$ cat config.mk
export PLATFORM = sky130hd
export DESIGN_NAME = closest_word_edit_distance_top
export DESIGN_NICKNAME = d
export VERILOG_FILES = /design/src/design/cwed_pkg.sv /design/src/design/closest_word_edit_distance_top.sv /design/src/design/cwed_cell.sv
export SDC_FILE = /design/constraint.sdc
export NUM_CORES = 2
export LEC_CHECK = 0
export BUFFER_PORTS_ARGS = -buffer_cell sky130_fd_sc_hd__buf_2
export CORE_MARGIN = 5
export CORE_UTILIZATION = 55
export CTS_BUF_LIST = sky130_fd_sc_hd__clkbuf_16
export DETAILED_ROUTE_END_ITERATION = 10
export PLACE_DENSITY_LB_ADDON = 0.3
export SLEW_MARGIN = 20
export SYNTH_ARGS = -nofsm -noshare
export SYNTH_HDL_FRONTEND = slang
export SYNTH_HIERARCHICAL = 1
export SYNTH_SLANG_ARGS = --single-unit
$ cat constraint.sdc
create_clock -name clk -period 8.8 [get_ports clk]
set_input_delay 1.32 -clock clk [delete_from_list [all_inputs] [get_ports clk]]
set_output_delay 1.32 -clock clk [all_outputs]
set_load 0.005 [all_outputs]
$ cat src/design/cwed_pkg.sv
// Package for the closest-word edit distance block: sizes, field widths and
// the link record passed from one distance cell to the next.
// Depends on nothing; used by cwed_cell and closest_word_edit_distance_top.
`timescale 1ns / 1ps

package cwed_pkg;

  localparam int MAX_LEN   = 32;
  localparam int MAX_WORDS = 1024;
  localparam int LEN_W     = $clog2(MAX_LEN + 2);
  localparam int ADDR_W    = $clog2(MAX_LEN);
  localparam int IDX_W     = $clog2(MAX_WORDS);
  localparam int CHAR_W    = 8;

  typedef struct packed {
    logic              valid;
    logic [CHAR_W-1:0] code;
    logic [LEN_W-1:0]  left;
    logic [LEN_W-1:0]  diag;
  } cwed_link_t;

endpackage

$ cat src/design/closest_word_edit_distance_top.sv
// Top level of the closest-word edit distance block: request handling, query
// and list bookkeeping, the chain of distance cells and the result register.
// Depends on cwed_pkg and cwed_cell.
`timescale 1ns / 1ps

// Usage: the input channel carries one byte request per cycle. Query bytes
// (cmd 0) are stored in the cells; candidate bytes (cmd 1) enter a chain of
// 32 cells and move one cell per cycle, so bytes of one word are taken back
// to back at one per cycle. On a candidate's last byte the block stops taking
// requests until the chain has drained, then loads one result into the output
// register and takes requests again. A query byte that arrives while candidate
// bytes are still in the chain waits for the same drain. The result register
// holds its request until out_ready; while it waits the block keeps taking
// bytes, and only the next candidate end waits for the register to free. The
// configuration channel is always ready and writes the distance limit. After
// the synchronous active-low reset the query is empty, the list is cleared
// and the limit is 2.
module closest_word_edit_distance_top (
  input  logic                       clk,
  input  logic                       rst_n,
  input  logic                       cfg_valid,
  output logic                       cfg_ready,
  input  logic [cwed_pkg::LEN_W-1:0] cfg_data,
  input  logic                       in_valid,
  output logic                       in_ready,
  input  logic                       in_cmd,
  input  logic [cwed_pkg::CHAR_W-1:0] in_char_code,
  input  logic                       in_has_char,
  input  logic                       in_last_char,
  input  logic                       in_last_word,
  output logic                       out_valid,
  input  logic                       out_ready,
  output logic [cwed_pkg::IDX_W-1:0] out_word_index,
  output logic [cwed_pkg::LEN_W-1:0] out_word_distance,
  output logic                       out_word_eligible,
  output logic                       out_list_done,
  output logic                       out_best_found,
  output logic [cwed_pkg::IDX_W-1:0] out_best_index,
  output logic [cwed_pkg::LEN_W-1:0] out_best_distance,
  output logic                       out_overflow
);

  typedef enum logic {S_RUN, S_DRAIN} state_t;

  localparam logic [cwed_pkg::LEN_W-1:0] LenMax = cwed_pkg::LEN_W'(cwed_pkg::MAX_LEN);
  localparam logic [cwed_pkg::LEN_W-1:0] One    = cwed_pkg::LEN_W'(1);

  state_t                      state_r, state_nxt;
  logic [cwed_pkg::LEN_W-1:0]  limit_r, limit_nxt;
  logic [cwed_pkg::LEN_W-1:0]  qlen_r, qlen_nxt;
  logic                        qdone_r, qdone_nxt;
  logic                        qovf_r, qovf_nxt;
  logic [cwed_pkg::LEN_W-1:0]  clen_r, clen_nxt;
  logic                        covf_r, covf_nxt;
  logic [cwed_pkg::IDX_W-1:0]  count_r, count_nxt;
  logic                        bvalid_r, bvalid_nxt;
  logic [cwed_pkg::IDX_W-1:0]  bidx_r, bidx_nxt;
  logic [cwed_pkg::LEN_W-1:0]  bdist_r, bdist_nxt;
  logic                        lastw_r, lastw_nxt;
  cwed_pkg::cwed_link_t        head_r, head_nxt;

  logic                        ovalid_r, ovalid_nxt;
  logic [cwed_pkg::IDX_W-1:0]  oidx_r, oidx_nxt;
  logic [cwed_pkg::LEN_W-1:0]  odist_r, odist_nxt;
  logic                        oelig_r, oelig_nxt;
  logic                        odone_r, odone_nxt;
  logic                        obfound_r, obfound_nxt;
  logic [cwed_pkg::IDX_W-1:0]  obidx_r, obidx_nxt;
  logic [cwed_pkg::LEN_W-1:0]  obdist_r, obdist_nxt;
  logic                        oovf_r, oovf_nxt;

  cwed_pkg::cwed_link_t        links [cwed_pkg::MAX_LEN+1];
  logic [cwed_pkg::LEN_W-1:0]  cell_d [cwed_pkg::MAX_LEN];
  logic [cwed_pkg::MAX_LEN:0]  link_busy;
  logic                        pipe_empty;
  logic                        init_row;
  logic                        q_wr;
  logic [cwed_pkg::ADDR_W-1:0] q_addr;
  logic                        in_acc;
  logic [cwed_pkg::LEN_W-1:0]  qlen_eff, clen_eff;
  logic [cwed_pkg::LEN_W-1:0]  m_dec;
  logic [cwed_pkg::LEN_W-1:0]  res_d;
  logic [cwed_pkg::LEN_W-1:0]  res_gap;
  logic                        res_ovf;
  logic                        res_elig;
  logic                        res_load;

  assign links[0] = head_r;

  for (genvar j = 0; j < cwed_pkg::MAX_LEN; j++) begin : g_cell
    cwed_cell u_cell (
      .clk      (clk),
      .rst_n    (rst_n),
      .init     (init_row),
      .cell_pos (cwed_pkg::LEN_W'(j + 1)),
      .q_we     (q_wr && (q_addr == cwed_pkg::ADDR_W'(j))),
      .q_data   (in_char_code),
      .link_i   (links[j]),
      .link_o   (links[j+1]),
      .d_o      (cell_d[j])
    );
  end

  always_comb begin
    for (int k = 0; k <= cwed_pkg::MAX_LEN; k++) begin
      link_busy[k] = links[k].valid;
    end
  end

  assign pipe_empty = ~|link_busy;
  assign cfg_ready  = 1'b1;
  assign in_ready   = (state_r == S_RUN) && (in_cmd || pipe_empty);
  assign in_acc     = in_valid && in_ready;

  always_comb begin
    m_dec   = qlen_r - One;
    res_d   = (qlen_r == '0) ? clen_r : cell_d[m_dec[cwed_pkg::ADDR_W-1:0]];
    res_gap = (qlen_r > clen_r) ? (qlen_r - clen_r) : (clen_r - qlen_r);
    res_ovf = qovf_r || covf_r;
    res_elig = !res_ovf && (res_gap <= limit_r) && (res_d <= limit_r);
    res_load = (state_r == S_DRAIN) && pipe_empty && (!ovalid_r || out_ready);
  end

  always_comb begin
    state_nxt   = state_r;
    limit_nxt   = limit_r;
    qlen_nxt    = qlen_r;
    qdone_nxt   = qdone_r;
    qovf_nxt    = qovf_r;
    clen_nxt    = clen_r;
    covf_nxt    = covf_r;
    count_nxt   = count_r;
    bvalid_nxt  = bvalid_r;
    bidx_nxt    = bidx_r;
    bdist_nxt   = bdist_r;
    lastw_nxt   = lastw_r;
    head_nxt    = head_r;
    head_nxt.valid = 1'b0;
    ovalid_nxt  = ovalid_r && !out_ready;
    oidx_nxt    = oidx_r;
    odist_nxt   = odist_r;
    oelig_nxt   = oelig_r;
    odone_nxt   = odone_r;
    obfound_nxt = obfound_r;
    obidx_nxt   = obidx_r;
    obdist_nxt  = obdist_r;
    oovf_nxt    = oovf_r;
    init_row    = 1'b0;
    q_wr        = 1'b0;
    qlen_eff    = qdone_r ? '0 : qlen_r;
    clen_eff    = qdone_r ? clen_r : '0;
    q_addr      = qlen_eff[cwed_pkg::ADDR_W-1:0];

    if (cfg_valid) begin
      limit_nxt = cfg_data;
    end

    if (in_acc) begin
      if (!in_cmd) begin
        if (qdone_r) begin
          qovf_nxt   = 1'b0;
          qdone_nxt  = 1'b0;
          init_row   = 1'b1;
          clen_nxt   = '0;
          covf_nxt   = 1'b0;
          count_nxt  = '0;
          bvalid_nxt = 1'b0;
          bidx_nxt   = '0;
          bdist_nxt  = '0;
        end
        qlen_nxt = qlen_eff;
        if (in_has_char) begin
          if (qlen_eff < LenMax) begin
            q_wr     = 1'b1;
            qlen_nxt = qlen_eff + One;
          end else begin
            qovf_nxt = 1'b1;
          end
        end
        if (in_last_char) begin
          qdone_nxt = 1'b1;
          init_row  = 1'b1;
          clen_nxt  = '0;
          covf_nxt  = 1'b0;
        end
      end else begin
        if (!qdone_r) begin
          qdone_nxt = 1'b1;
          init_row  = 1'b1;
          clen_nxt  = '0;
          covf_nxt  = 1'b0;
        end
        if (in_has_char) begin
          if (clen_eff < LenMax) begin
            head_nxt.valid = 1'b1;
            head_nxt.code  = in_char_code;
            head_nxt.left  = clen_eff + One;
            head_nxt.diag  = clen_eff;
            clen_nxt       = clen_eff + One;
          end else begin
            covf_nxt = 1'b1;
          end
        end
        if (in_last_char) begin
          state_nxt = S_DRAIN;
          lastw_nxt = in_last_word;
        end
      end
    end

    if (res_load) begin
      ovalid_nxt = 1'b1;
      oidx_nxt   = count_r;
      odist_nxt  = res_d;
      oelig_nxt  = res_elig;
      odone_nxt  = lastw_r;
      oovf_nxt   = res_ovf;
      if (res_elig && (!bvalid_r || (res_d < bdist_r))) begin
        obfound_nxt = 1'b1;
        obidx_nxt   = count_r;
        obdist_nxt  = res_d;
      end else begin
        obfound_nxt = bvalid_r;
        obidx_nxt   = bidx_r;
        obdist_nxt  = bdist_r;
      end
      bvalid_nxt = obfound_nxt;
      bidx_nxt   = obidx_nxt;
      bdist_nxt  = obdist_nxt;
      count_nxt  = count_r + cwed_pkg::IDX_W'(1);
      init_row   = 1'b1;
      clen_nxt   = '0;
      covf_nxt   = 1'b0;
      state_nxt  = S_RUN;
      if (lastw_r) begin
        count_nxt  = '0;
        bvalid_nxt = 1'b0;
        bidx_nxt   = '0;
        bdist_nxt  = '0;
      end
    end
  end

  always_ff @(posedge clk) begin
    head_r.code <= head_nxt.code;
    head_r.left <= head_nxt.left;
    head_r.diag <= head_nxt.diag;
    lastw_r     <= lastw_nxt;
    oidx_r      <= oidx_nxt;
    odist_r     <= odist_nxt;
    oelig_r     <= oelig_nxt;
    odone_r     <= odone_nxt;
    obfound_r   <= obfound_nxt;
    obidx_r     <= obidx_nxt;
    obdist_r    <= obdist_nxt;
    oovf_r      <= oovf_nxt;
    if (!rst_n) begin
      state_r      <= S_RUN;
      limit_r      <= cwed_pkg::LEN_W'(2);
      qlen_r       <= '0;
      qdone_r      <= 1'b0;
      qovf_r       <= 1'b0;
      clen_r       <= '0;
      covf_r       <= 1'b0;
      count_r      <= '0;
      bvalid_r     <= 1'b0;
      bidx_r       <= '0;
      bdist_r      <= '0;
      head_r.valid <= 1'b0;
      ovalid_r     <= 1'b0;
    end else begin
      state_r      <= state_nxt;
      limit_r      <= limit_nxt;
      qlen_r       <= qlen_nxt;
      qdone_r      <= qdone_nxt;
      qovf_r       <= qovf_nxt;
      clen_r       <= clen_nxt;
      covf_r       <= covf_nxt;
      count_r      <= count_nxt;
      bvalid_r     <= bvalid_nxt;
      bidx_r       <= bidx_nxt;
      bdist_r      <= bdist_nxt;
      head_r.valid <= head_nxt.valid;
      ovalid_r     <= ovalid_nxt;
    end
  end

  assign out_valid         = ovalid_r;
  assign out_word_index    = oidx_r;
  assign out_word_distance = odist_r;
  assign out_word_eligible = oelig_r;
  assign out_list_done     = odone_r;
  assign out_best_found    = obfound_r;
  assign out_best_index    = obidx_r;
  assign out_best_distance = obdist_r;
  assign out_overflow      = oovf_r;

endmodule

$ cat src/design/cwed_cell.sv
// One cell of the distance row: holds one query byte and one row value, and
// updates that value when a candidate byte passes, handing it to the next cell.
// Depends on cwed_pkg.
`timescale 1ns / 1ps

module cwed_cell (
  input  logic                       clk,
  input  logic                       rst_n,
  input  logic                       init,
  input  logic [cwed_pkg::LEN_W-1:0] cell_pos,
  input  logic                       q_we,
  input  logic [cwed_pkg::CHAR_W-1:0] q_data,
  input  cwed_pkg::cwed_link_t       link_i,
  output cwed_pkg::cwed_link_t       link_o,
  output logic [cwed_pkg::LEN_W-1:0] d_o
);

  logic [cwed_pkg::CHAR_W-1:0] q_r;
  logic [cwed_pkg::LEN_W-1:0]  d_r;
  logic [cwed_pkg::LEN_W-1:0]  d_nxt;
  logic [cwed_pkg::LEN_W-1:0]  up_cost;
  logic [cwed_pkg::LEN_W-1:0]  left_cost;
  logic [cwed_pkg::LEN_W-1:0]  diag_cost;
  cwed_pkg::cwed_link_t        link_r;

  always_comb begin
    up_cost   = d_r + cwed_pkg::LEN_W'(1);
    left_cost = link_i.left + cwed_pkg::LEN_W'(1);
    diag_cost = link_i.diag + ((q_r != link_i.code) ? cwed_pkg::LEN_W'(1)
                                                     : cwed_pkg::LEN_W'(0));
    d_nxt = up_cost;
    if (left_cost < d_nxt) begin
      d_nxt = left_cost;
    end
    if (diag_cost < d_nxt) begin
      d_nxt = diag_cost;
    end
  end

  always_ff @(posedge clk) begin
    if (q_we) begin
      q_r <= q_data;
    end
    link_r.code <= link_i.code;
    link_r.left <= d_nxt;
    link_r.diag <= d_r;
    if (!rst_n) begin
      d_r          <= cell_pos;
      link_r.valid <= 1'b0;
    end else begin
      link_r.valid <= link_i.valid;
      if (init) begin
        d_r <= cell_pos;
      end else if (link_i.valid) begin
        d_r <= d_nxt;
      end
    end
  end

  assign link_o = link_r;
  assign d_o    = d_r;

endmodule
== Yosys cells after proc, flatten, opt, wreduce, memory -nomap -nowiden ==
Index checks and enable logic that the tools add are counted.
Storage, ports and cells
  bits in registers: 1208
  latch bits: 0
  memory bits (writable): 0
  bits in read-only memories: 0
  output and inout bits: 39
  memories kept: 0
Operators by class
  $add $sub $neg: 102
  multipliers: 0
  divide/modulo/power cells: 0
  magnitude comparators: 71
  equality and inequality tests: 64
  shift operators: 0
  muxes and demuxes: 151
  bitwise logic cells: 4
  reduce and logical (&&, ||, !) cells: 63
Operator list (number)
  6-bit 2-to-1 mux: 82
  6-bit by 1-bit adder with 6-bit output, second input constant: 66
  6-bit less-than comparator: 65
  8-bit inequality test: 32
  6-bit adder: 32
  5-bit equality test, second input constant: 16
  10-bit 2-to-1 mux: 8
  1-bit 2-to-1 mux: 59
  5-bit by 4-bit equality test with 1-bit output, second input constant: 8
  1-bit logical AND: 40
  33-bit OR reduction: 1
  6-bit binary-select mux with 5-bit select: 1
  21-bit 2-to-1 mux: 1
  5-bit by 3-bit equality test with 1-bit output, second input constant: 4
  6-bit less-or-equal comparator: 2
  6-bit less-than comparator, second input constant: 2
  6-bit subtractor: 2
  10-bit by 1-bit adder with 10-bit output, second input constant: 1
  5-bit by 2-bit equality test with 1-bit output, second input constant: 2
  4-bit AND reduction: 2
  6-bit greater-or-equal comparator, second input constant: 1
  6-bit > comparator: 1
  6-bit zero test: 1
  5-bit inverter with 6-bit output: 1
  12 further kinds: 25

== Logic depth before layout (Yosys ltp) ==
  depth in word-level cells: 12
  mapped depth: 25

== Hierarchy ==
The synthesis kept the hierarchy.
By module, submodules not included
  cwed_cell (g_cell[0].u_cell ...): times used 28, cells each 162, area an instance 1750.4 um^2
  closest_word_edit_distance_top: times used 1, cells each 727, area an instance 7161.9 um^2
  cwed_cell (g_cell[25].u_cell ...): times used 3, cells each 165, area an instance 1773.0 um^2
  cwed_cell (g_cell[24].u_cell): times used 1, cells each 162, area an instance 1771.7 um^2

== Least setup slack after synthesis ==
No wires, ideal clock.
  path type: register to register
  start point: register qlen_r[0] (netlist name)
  end point: register obdist_r, in the netlist out_best_distance[0], data pin
  data arrival time: 5.106 ns
  required time: 8.540 ns
  path slack: 3.435 ns
  stages on the path, launching flop included: 24
  buffers on the path: 3
  clock period less this slack: 5.365 ns
  cells stage by stage: dfxtp_1 > buf_4 > inv_1 > ha_1 > inv_1 > fa_1 > a21o_1 > a21o_1 > a211oi_1 > or2_2 > clkbuf_1 > mux2_2 > a21oi_1 > o21bai_1 > xor2_1 > ha_1 > and3_1 > nand4_1 > a21o_1 > a2111oi_0 > nand4b_1 > o21ai_4 > buf_2 > mux2_2
Between the ends
  word-level cells in the longest chain between the ends: 10
  elaborated cells on any way between the ends: 19
Ends and longest elaborated chain
  start: declaration: RTL line closest_word_edit_distance_top.sv:50  | logic [cwed_pkg::LEN_W-1:0] qlen_r, qlen_nxt;
  start signal: assignment: RTL line closest_word_edit_distance_top.sv:274  | qlen_r <= qlen_nxt;
  5-bit by 1-bit subtractor with 5-bit output: RTL line closest_word_edit_distance_top.sv:116  | m_dec = qlen_r - One;
  5-bit inverter with 6-bit output (implied by the code): RTL line closest_word_edit_distance_top.sv:117  | res_d = (qlen_r == '0) ? clen_r : cell_d[m_dec[cwed_pkg::ADDR_W-1:0]];
  6-bit binary-select mux with 5-bit select: RTL line closest_word_edit_distance_top.sv:117
  6-bit 2-to-1 mux (implied by the code) (2 in series): RTL line closest_word_edit_distance_top.sv:117
  6-bit 2-to-1 mux: RTL line closest_word_edit_distance_top.sv:117
  6-bit less-or-equal comparator or 6-bit less-than comparator (tied branches): RTL line closest_word_edit_distance_top.sv:120, closest_word_edit_distance_top.sv:218
  1-bit logical AND or 1-bit logical OR (tied branches): RTL line closest_word_edit_distance_top.sv:120, closest_word_edit_distance_top.sv:218
  1-bit logical AND: RTL line closest_word_edit_distance_top.sv:218  | if (res_elig && (!bvalid_r || (res_d < bdist_r))) begin
  6-bit 2-to-1 mux *: RTL line closest_word_edit_distance_top.sv:218
  end signal: assignment: RTL line closest_word_edit_distance_top.sv:255  | obdist_r <= obdist_nxt;
  end: declaration: RTL line closest_word_edit_distance_top.sv:69  | logic [cwed_pkg::LEN_W-1:0] obdist_r, obdist_nxt;
Every way passes the cells marked *; elsewhere a longest branch is shown, timed or not. The select of a mux whose other input is x is not followed.
A chain may end at the register's enable or synchronous reset.

== Final worst setup path ==
  start point: register qlen_r[1] (netlist name)
  end point: register bidx_r[2] (netlist name)
Between the ends
  word-level cells in the longest chain between the ends: 12
  elaborated cells on any way between the ends: 21
Ends and longest elaborated chain
  5-bit by 1-bit subtractor with 5-bit output: RTL line closest_word_edit_distance_top.sv:116
  5-bit inverter with 6-bit output (implied by the code): RTL line closest_word_edit_distance_top.sv:117
  6-bit binary-select mux with 5-bit select: RTL line closest_word_edit_distance_top.sv:117
  6-bit 2-to-1 mux (implied by the code) (2 in series): RTL line closest_word_edit_distance_top.sv:117
  6-bit 2-to-1 mux *: RTL line closest_word_edit_distance_top.sv:117
  net res_d (one bit): RTL line closest_word_edit_distance_top.sv:82  | logic [cwed_pkg::LEN_W-1:0] res_d;
  6-bit less-or-equal comparator or 6-bit less-than comparator (tied branches): RTL line closest_word_edit_distance_top.sv:120, closest_word_edit_distance_top.sv:218
  1-bit logical AND or 1-bit logical OR (tied branches): RTL line closest_word_edit_distance_top.sv:120, closest_word_edit_distance_top.sv:218
  1-bit logical AND *: RTL line closest_word_edit_distance_top.sv:218
  10-bit 2-to-1 mux *: RTL line closest_word_edit_distance_top.sv:218
  10-bit 2-to-1 mux *: RTL line closest_word_edit_distance_top.sv:235  | if (lastw_r) begin
  10-bit 2-to-1 mux *: RTL line closest_word_edit_distance_top.sv:211  | if (res_load) begin
  end signal: assignment: RTL line closest_word_edit_distance_top.sv:281  | bidx_r <= bidx_nxt;
  end: declaration: RTL line closest_word_edit_distance_top.sv:57  | logic [cwed_pkg::IDX_W-1:0] bidx_r, bidx_nxt;
Mark *: on every way through the listed nets, which the timed path passes. The rest lies on a longest branch. The select of a mux whose other input is x is not followed.

==> flow_metrics.tcl <==
set metrics [dict create \
    finClkSkew_ps 38.5 \
    hold_class "register to register" \
    report.final.setup_viol 0 \
    crit_path_start "qlen_r[1]" \
    timing_max_transition_violations_final 0 \
    rsz0062_at_grt "false" \
    chipHeight_um 348 \
    vias_per_cell 5.80 \
    gp_routability_congestion 0.928 \
    die-area_mm2 0.121 \
    grt_pass1_vias 44200 \
    routedWlPerCell_um 19.7 \
    cts.sink_count 1208 \
    ff2ff_setup_slack_ps 1930 \
    family_of_cells_with_the_greatest_summed_delay_on_the_critical_path "compound AO/OA/AOI/OAI gates" \
    cts.root.buffer_cell "clkbuf_16" \
    synth_cells 5892 \
    place_area_mm2 0.0653 \
    worst-endpoint-arrival_ps 7530 \
    post_cts_resize_count 0 \
    worst-r2r-cell-count 17 \
    number_of_warnings_reported_in_the_yosys_synthesis_log 6 \
    num_io_pins 62 \
    grt_pass1_wl_mm 241 \
    tritoncts_clock_tree "built" \
    floorplan.core_area_mm2 0.114 \
    via_count 45000 \
    post_detailed_route_count_of_antenna_violating_nets 0 \
    placed_cell_count 7533 \
    timing.critical_path.slowest_stage_cell "ha_2" \
    postCtsSetupRepairBufs 0 \
    max_freq_ghz 0.146 \
    post-route-cell-area_mm2 0.0693 \
    hold_viol 0 \
    cp-endpoint "bidx_r[2]" \
    drt-pass1-iter-count 6 \
    placement.io_buffers 60 \
    worst_r2r_endpoint "bidx_r[2]" \
    post_synthesis_to_final_layout_area_growth_pct 10.3 \
    globalRouteOverflowTotal 0 \
    final_net_count 6593 \
    cts_max_path_buffers 3 \
    floorplan.rows 124 \
    cts.hold.buffers_added 0 \
    place.detailed.hpwl_mm 116 \
    cts_inserted_buffers 121 \
    cp_max_fo 46 \
    grt_use_total 0.247 \
    grt_antenna_before_repair 3 \
    timing.setup.critical_path_class "register to register" \
    wl_mm 153 \
    cts-htree-levels 3 \
    timing.max_cap.violations 0 \
    tns_ps 0 \
    skew_pair_late_insertion_delay_ps 740 \
    status "finished clean" \
    slew_headroom 0.279 \
    drc_errors 0 \
    crit_path_frequent_cell "a21o_1" \
    cp_bufs_invs 1 \
    period_needed_ps 6870 \
    cp_data_required_time_ps 9470 \
    path_clk_slew_ps 70 \
    critPathMaxStageDelay_ps 1060 \
    critPathCaptureType "register" \
    timing_worst_slew_pin_value_ps 1070 \
    grt_start_max_net_pins 60 \
    drtIter0Drc 3347 \
    r2r-start "qlen_r[1]" \
    path_depth 17 \
    synth.cell_area_mm2 0.0628 \
    worst_setup_path_start_kind "register" \
    period_share 0.780 \
    post_layout_nonfiller_instances 7766 \
    width_of_the_die_um 348 \
    cells_along_the_critical_path "inv_1 > ha_2 > mux4_2 > nand2_1 > and3_1 > a311oi_1 > a31oi_1 > a21oi_1 > ha_1 > a21o_1 > a21o_1 > a21o_1 > a2111oi_0 > nand4b_1 > o21ai_4 > and3_1 > a22o_1" \
    layout-drive-gt1-share 0.105 \
    floorplan.initialDensity 0.552 \
    synth.avg_cell_area_um2 10.7 \
]
cell usage in the layout (no fill, tap or decap), types with 130 or more instances in the layout:
master and n:
o211ai_1 130, edfxtp_1 505, xnor2_1 238, a21oi_1 139, inv_1 274, xor2_1 384, conb_1 193, nand3_1 423
dfxtp_1 702, o21ai_0 205, nor2_1 276, ha_1 422, nand2_1 488, mux2i_1 226
sequential cells by signal, indices dropped and copies added, names as in the netlist, 6 cells and up:
signal and count:
bidx_r 10, out_best_distance 6, qlen_r 6, g_cell.u_cell/link_o 652
out_word_distance 6, g_cell.u_cell/q_r 256, clen_r 6, g_cell.u_cell/d_o 192
bdist_r 6, out_word_index 10, head_r 21, count_r 10
limit_r 6, out_best_index 10
worst min-delay path by stage:
stage,from,end,slack [ps],depth (start not counted)
6_report,g_cell[6].u_cell/link_o[17],g_cell[7].u_cell/link_o[17],340,0
5_1_grt,g_cell[6].u_cell/link_o[17],g_cell[7].u_cell/link_o[17],350,0
4_1_cts,g_cell[6].u_cell/link_o[17],g_cell[7].u_cell/link_o[17],340,0
3_5_place_dp,g_cell[4].u_cell/link_o[15],g_cell[5].u_cell/link_o[15],350,0
3_3_place_gp,g_cell[27].u_cell/link_o[16],g_cell[28].u_cell/link_o[16],350,0
2_1_floorplan,g_cell[9].u_cell/link_o[12],g_cell[10].u_cell/link_o[12],350,0
per-layer routing:
layer / vias up / global-route usage / routed length (um)
met5: - / 0 / 0
met4: 0 / 0.0995 / 6410
met3: 292 / 0.0355 / 8330
met2: 1251 / 0.424 / 73600
met1: 21600 / 0.317 / 64600
li1: 21800 / - / -
through the flow:
stage          hold slack [ps]   util  worst slack, ps
2_1_floorplan              349      -             3430
3_3_place_gp               353  0.573             2260
3_5_place_dp               354  0.573             2130
4_1_cts                    343  0.608             2100
5_1_grt                    347  0.608             1580
6_report                   340  0.608             1930
cell type report:
cell class | instances | area [um2]
clock buffers | 129 | 3230
well taps | 1512 | 1890
multi-input cells | 4488 | 32800
flip-flops and latches | 1208 | 29200
repair buffers | 74 | 428
diodes | 1 | 2.50
fillers | 9227 | 44600
inverters | 252 | 946
clock inverters | 102 | 727
worst reg2reg max path: cells and delay by family, from the launching register on:
family	cells	cell delay, ps
mux	1	420
compound gates	9	3050
buf+inv	1	190
simple gates	4	1240
fa+ha+maj	2	1390
flops	1	510
Power is not shown: default switching activity piles up to over one toggle a cycle in this logic, so the estimate is an artifact.
